==> config.mk <==
export PLATFORM = sky130hd
export DESIGN_NAME = sarq_search
export DESIGN_NICKNAME = d
export VERILOG_FILES = /design/src/design/sarq_search.sv
export SDC_FILE = /design/constraint.sdc
export NUM_CORES = 2
export LEC_CHECK = 0
export ABC_AREA = 0
export BUFFER_PORTS_ARGS = -buffer_cell sky130_fd_sc_hd__buf_2
export CAP_MARGIN = 20
export CORE_MARGIN = 2
export CORE_UTILIZATION = 25
export DETAILED_ROUTE_END_ITERATION = 12
export SETUP_SLACK_MARGIN = 0.15
export SYNTH_ARGS = -nofsm -noshare
export SYNTH_HDL_FRONTEND = slang
export SYNTH_SLANG_ARGS = --single-unit
==> constraint.sdc <==
create_clock -name clk_i -period 8.2 [get_ports clk_i]
set_input_delay 0.82 -clock clk_i [delete_from_list [all_inputs] [get_ports clk_i]]
set_output_delay 0.82 -clock clk_i [all_outputs]
set_load 0.01 [all_outputs]
==> src/design/sarq_search.sv <==
// Binary search over a key memory: last key below (strict) or at or below a bound.
module sarq_search #(
  parameter int unsigned DEPTH = 64,
  parameter int unsigned IW = 6
) (
  input  logic              clk_i,
  input  logic              rst_ni,
  input  logic              start_i,
  input  logic              strict_i,
  input  logic signed [31:0] bound_i,
  input  logic [IW:0]       count_i,
  input  logic              wr_en_i,
  input  logic [IW-1:0]     wr_addr_i,
  input  logic signed [31:0] wr_data_i,
  output logic              done_o,
  output logic signed [IW+1:0] result_o
);

  logic signed [31:0] mem [DEPTH];
  logic signed [31:0] rd_q;

  typedef enum logic [1:0] {S_IDLE, S_READ, S_WAIT, S_CMP} state_e;
  state_e state_q;
  logic signed [IW+1:0] lo_q, hi_q;
  logic [IW-1:0] mid_q;
  logic signed [IW+1:0] mid_w;
  logic go_right;
  logic more;

  assign mid_w = (lo_q + hi_q) >>> 1;
  assign go_right = strict_i ? (rd_q < bound_i) : !(bound_i < rd_q);
  assign more = (hi_q - lo_q > 1);
  assign result_o = lo_q;

  always_ff @(posedge clk_i) begin
    if (wr_en_i) begin
      mem[wr_addr_i] <= wr_data_i;
    end
    rd_q <= mem[mid_q];
  end

  always_ff @(posedge clk_i or negedge rst_ni) begin
    if (!rst_ni) begin
      state_q <= S_IDLE;
      lo_q <= '0;
      hi_q <= '0;
      mid_q <= '0;
      done_o <= 1'b0;
    end else begin
      done_o <= (state_q == S_READ) && !more;
      case (state_q)
        S_IDLE: begin
          if (start_i) begin
            lo_q <= '1;
            hi_q <= $signed({1'b0, count_i});
            state_q <= S_READ;
          end
        end
        S_READ: begin
          if (more) begin
            mid_q <= mid_w[IW-1:0];
            state_q <= S_WAIT;
          end else begin
            state_q <= S_IDLE;
          end
        end
        // mid_q is now the read address; data lands at the next edge
        S_WAIT: state_q <= S_CMP;
        S_CMP: begin
          state_q <= S_READ;
          if (go_right) lo_q <= $signed({2'b00, mid_q});
          else hi_q <= $signed({2'b00, mid_q});
        end
        default: state_q <= S_IDLE;
      endcase
    end
  end

endmodule

[After elaboration in Yosys (flattened, before gate mapping)]
Memory sizes are Yosys's and may differ from the RTL's. A register that Yosys moved wholly into a read port is not among the register bits.
Index checks and enable logic that the tools add are counted.
W data, S select, Z words.
Cells by class
  add/sub/neg operators: 2
  magnitude comparators: 3
  eq/ne operators: 6
  multiplexer cells: 12
  reduce and logical (&&, ||, !) cells: 8
Operator list (number)
  $lt A32 B32 Y1: 2
  $mux W8: 4
  $pmux W8 S2: 2
  $gt A9 B2 Y1 const B: 1
  $sub A8 B8 Y9: 1
  $pmux W2 S4: 1
  $add A7 B7 Y7: 1
  $ne A2 B2 Y1 const B: 3
  $reduce_and A3 Y1: 2
  $eq A2 B2 Y1 const B: 2
  $mux W2: 2
  $mux W1: 3
  $eq A2 B1 Y1 const B: 1
  $logic_not A1 Y1: 2
  $logic_not A2 Y1: 1
  $reduce_and A2 Y1: 1
  $reduce_bool A2 Y1: 1
  $logic_and A1 B1 Y1: 1
Word-level totals
  register bits: 25
  RAM bits: 2048
  input port bits: 82
  output and inout bits: 9
  logic and storage cells: 37
  memories kept: 1
Memory list
  mem: words 64, width 32, rd ports 1, clocked after memory_dff 1, wr ports 1, line 19  | logic signed [31:0] mem [DEPTH];

[Longest topological paths before layout]
  word-level depth: 5
  depth in mapped cells: 11
  mapped depth without buffers: 11

[Worst setup path after synthesis]
Ideal clock, no wire load.
  path kind: in2reg
  start point: input wr_addr_i[5]
  end point: memory mem[48][0], enable pin
  setup time: 0.461 ns
  data arrival time: 3.697 ns
  required time: 7.739 ns
  setup slack: 4.042 ns
  stages on the path: 4
  path buffers: 1
  cells stage by stage: clkbuf_1 nand3_1 or3_1 nor3_1
RTL lines
  start, declared: line 13  | input logic [IW-1:0] wr_addr_i,
  end, declared: line 19
No word-level cell before the write port.

==> impl_metrics.env <==
export IMPL_die_area_mm2=0.329
export IMPL_cts_sinks=2103
export IMPL_nFillCells=31000
export IMPL_ys_types=56
export IMPL_finalMaxSlewViolations=0
export IMPL_crit_fanout=76
export IMPL_crit_required_ns=8.90
export IMPL_final_core_util=0.292
export IMPL_die_x_um=573
export IMPL_clk_pin_slew_ns=0.06
export IMPL_clockBufferDepth=4
export IMPL_tns_ns=0
export IMPL_drtPass1Iterations=7
export IMPL_grt_max_degree=140
export IMPL_synth_edf_count=2048
export IMPL_path_common_cell="mux4_2"
export IMPL_worstRegToRegCells=5
export IMPL_drc=0
export IMPL_setup_viol=0
export IMPL_drive_gt1_frac=0.336
export IMPL_syn_nets=3440
export IMPL_critPathKind="reg -> reg"
export IMPL_routedWlPerCell_um=26.7
export IMPL_fin_crit_ns=3.96
export IMPL_hold_depth=1
export IMPL_grt_overflow_total=0
export IMPL_min_from="wr_data_i[3]"
export IMPL_max_freq_mhz=253
export IMPL_critPathMaxStageDelay_ns=0.90
export IMPL_reg2reg_to="rd_q[11]"
export IMPL_num_io_pins=91
export IMPL_timing_critical_path_cells="buf_4 > buf_12 > mux4_2 > mux4_2 > mux4_2"
export IMPL_finalHoldViolCount=0
export IMPL_synth_area_leaders="edfxtp_1 76%, mux4_2 19%, dfxtp_1 0.79%"
export IMPL_cts_buffers_inserted=197
export IMPL_areaGrowthSynthToFinish_pct=16.4
export IMPL_synth_area_mm2=0.0810
export IMPL_post_cts_resized=0
export IMPL_final_cell_mix="2,048 x edfxtp_1, 672 x mux4_2, 201 x clkbuf_16"
export IMPL_tightest_slew_ns=1.10
export IMPL_grt_usage=0.127
export IMPL_cts_root_buffer="clkbuf_16"
export IMPL_final_nets=3675
export IMPL_initial_utilization=0.251
export IMPL_rows=209
export IMPL_finalClockSkew_ns=0.0521
export IMPL_grt_pass1_wl_um=298000
export IMPL_whs_endpoint="mem[32][3]"
export IMPL_route_vias_total=37200
export IMPL_core_mm2=0.323
export IMPL_vdd_drop_max_mv=0.288
export IMPL_slowest_stage="dfrtp_4"
export IMPL_holdCritPathClass="in -> reg"
export IMPL_synth_seq_area_share=0.774
export IMPL_mostFrequentLayoutCell="edfxtp_1"
export IMPL_clk_latency_ns=0.84
export IMPL_synth_top_cell_area_share=0.759
export IMPL_rr_startpoint="mid_q[0]"
export IMPL_ys_seq_elements=2103
export IMPL_multiInputGateArea_mm2=0.0178
export IMPL_synthArstFlopShare=0.0109
export IMPL_vias_per_cell=4.63
export IMPL_dp_hpwl_um=120000
export IMPL_ys_flop_type="edfxtp_1"
export IMPL_drt_wl_total_um=214000
export IMPL_rsz0062_at_grt="no"
export IMPL_outcome="finished, final reports clean"
export IMPL_ctsHtreeMaxLevel=4
export IMPL_grt_pass1_vias=37500
export IMPL_syn_area_per_cell_um2=24.5
export IMPL_maxCapViolations=0
export IMPL_portBuffers=90
export IMPL_min_period_over_period=0.483
export IMPL_arrival_ns=4.66
export IMPL_antenna_found_initial=29
export IMPL_leakage_uw=0.0286
export IMPL_reg2reg_setup_slack_ns=4.24
export IMPL_gp_congestion=0.808
export IMPL_die_h_um=573
export IMPL_cts_tree="done"
export IMPL_cp_end_kind="flip-flop"
export IMPL_cp_start_kind="flip-flop"
export IMPL_ant_nets=0
export IMPL_cellPowerDensity_mw_per_mm2=315
export IMPL_yosys_warnings=0
export IMPL_yosysTopAreaCell="edfxtp_1"
export IMPL_netlist_instances=3306
export IMPL_regArea_mm2=0.0627
export IMPL_relSlewSlack=0.268
export IMPL_drt_iter0_markers=4296
## cell usage after synthesis (2+ instances only)
library cell / number
nor2_1: 76
or2_2: 6
mux2_1: 4
o21a_1: 3
o21ai_0: 5
mux2i_1: 12
and2_1: 2
nand3_1: 11
clkbuf_1: 87
or3_1: 2
nand2_1: 15
o221a_2: 6
o2111ai_1: 3
nand2b_1: 4
buf_4: 8
a21oi_1: 21
dfxtp_1: 32
edfxtp_1: 2048
nor4_1: 15
or4_1: 2
a221oi_1: 3
nand3b_1: 2
a22o_1: 2
buf_2: 47
mux4_2: 672
nor2b_1: 8
nor3_1: 6
buf_1: 25
xnor2_1: 3
fa_1: 2
or3b_2: 2
inv_1: 52
and3_1: 2
buf_6: 3
a21o_1: 3
mux2_2: 9
nand4_1: 6
xor2_1: 4
dfrtp_1: 23
o21bai_1: 5
ha_1: 50
## worst max path at each step
| stage | start | end | slack (ns) | depth (start not counted) |
|---|---|---|---|---|
| floorplan | wr_addr_i[5] | mem[48][0] | 4.04 | 4 |
| global placement | mid_q[0] | rd_q[11] | 4.16 | 5 |
| detailed placement | mid_q[0] | rd_q[18] | 4.14 | 5 |
| CTS | mid_q[0] | rd_q[11] | 4.18 | 5 |
| global route | mid_q[0] | rd_q[11] | 4.02 | 5 |
| finish | mid_q[0] | rd_q[11] | 4.24 | 5 |
## cells by family (layout without fill, tap and decap cells)
kind of cell / count (synthesis) / in the layout / synth area share
flops: 2103 / 2103 / 0.774
mux: 697 / 697 / 0.190
buf+inv: 223 / 611 / 0.0117
simple gates: 162 / 162 / 0.00976
compound gates: 62 / 62 / 0.00559
fa+ha+maj: 52 / 52 / 0.00821
xor+xnor: 7 / 7 / 0.000757
other cells: 0 / 8 / 0
## flip-flops by register name, summed over array words and instances (netlist names)
name      cells
done_o        1
hi_q          7
mem        2048
mid_q         6
rd_q         32
result_o      7
state_q       2
## routing by layer
metal,track usage,vias to the layer above,share of wire
met5,0,-,0.00054
met4,0.0445,18,0.035
met3,0.0207,335,0.070
met2,0.217,1495,0.50
met1,0.163,20600,0.39
li1,-,14800,-
## critical path: cells and delay by family (launching register included)
family | cells | cell delay, ns
buffers and inverters | 2 | 1.05
multiplexers | 3 | 1.66
flip-flops | 1 | 0.90
## report_power, final
group | total, uW | leakage (uW) | internal (uW) | switching, uW
clock network | 9120 | 0.00310 | 5220 | 3900
registers | 12500 | 0.0189 | 12000 | 506
logic | 8040 | 0.00654 | 4010 | 4030
total | 29700 | 0.0286 | 21200 | 8440
## metrics by stage
stage               cells  area (um2)  setup WS [ns]  hold WS, ns  total power (uW)
floorplan            3306       81000           4.04        0.491             18200
global placement     7639       87400           4.16        0.541             20800
detailed placement   7639       87400           4.14        0.552             20900
CTS                  7992       93800           4.18        0.270             29900
global route         8025       94300           4.02        0.236             30700
finish               8027       94300           4.24        0.272             29700
## area by class of cell
cell class / count / share of cell area
clock buffers: 249 / 0.0562
flip-flops and latches: 2103 / 0.665
multi-input cells: 980 / 0.189
well taps: 4325 / 0.0574
repair buffers: 206 / 0.0188
inverters: 53 / 0.00211
clock inverters: 103 / 0.0111
diodes: 8 / 0.000212
## timing repair
item,4_1_cts,5_1_grt
hold buffers,1,0
buffers inserted,0,0
hold endpoints to repair,23,0
(Power assumes the default switching activity.)
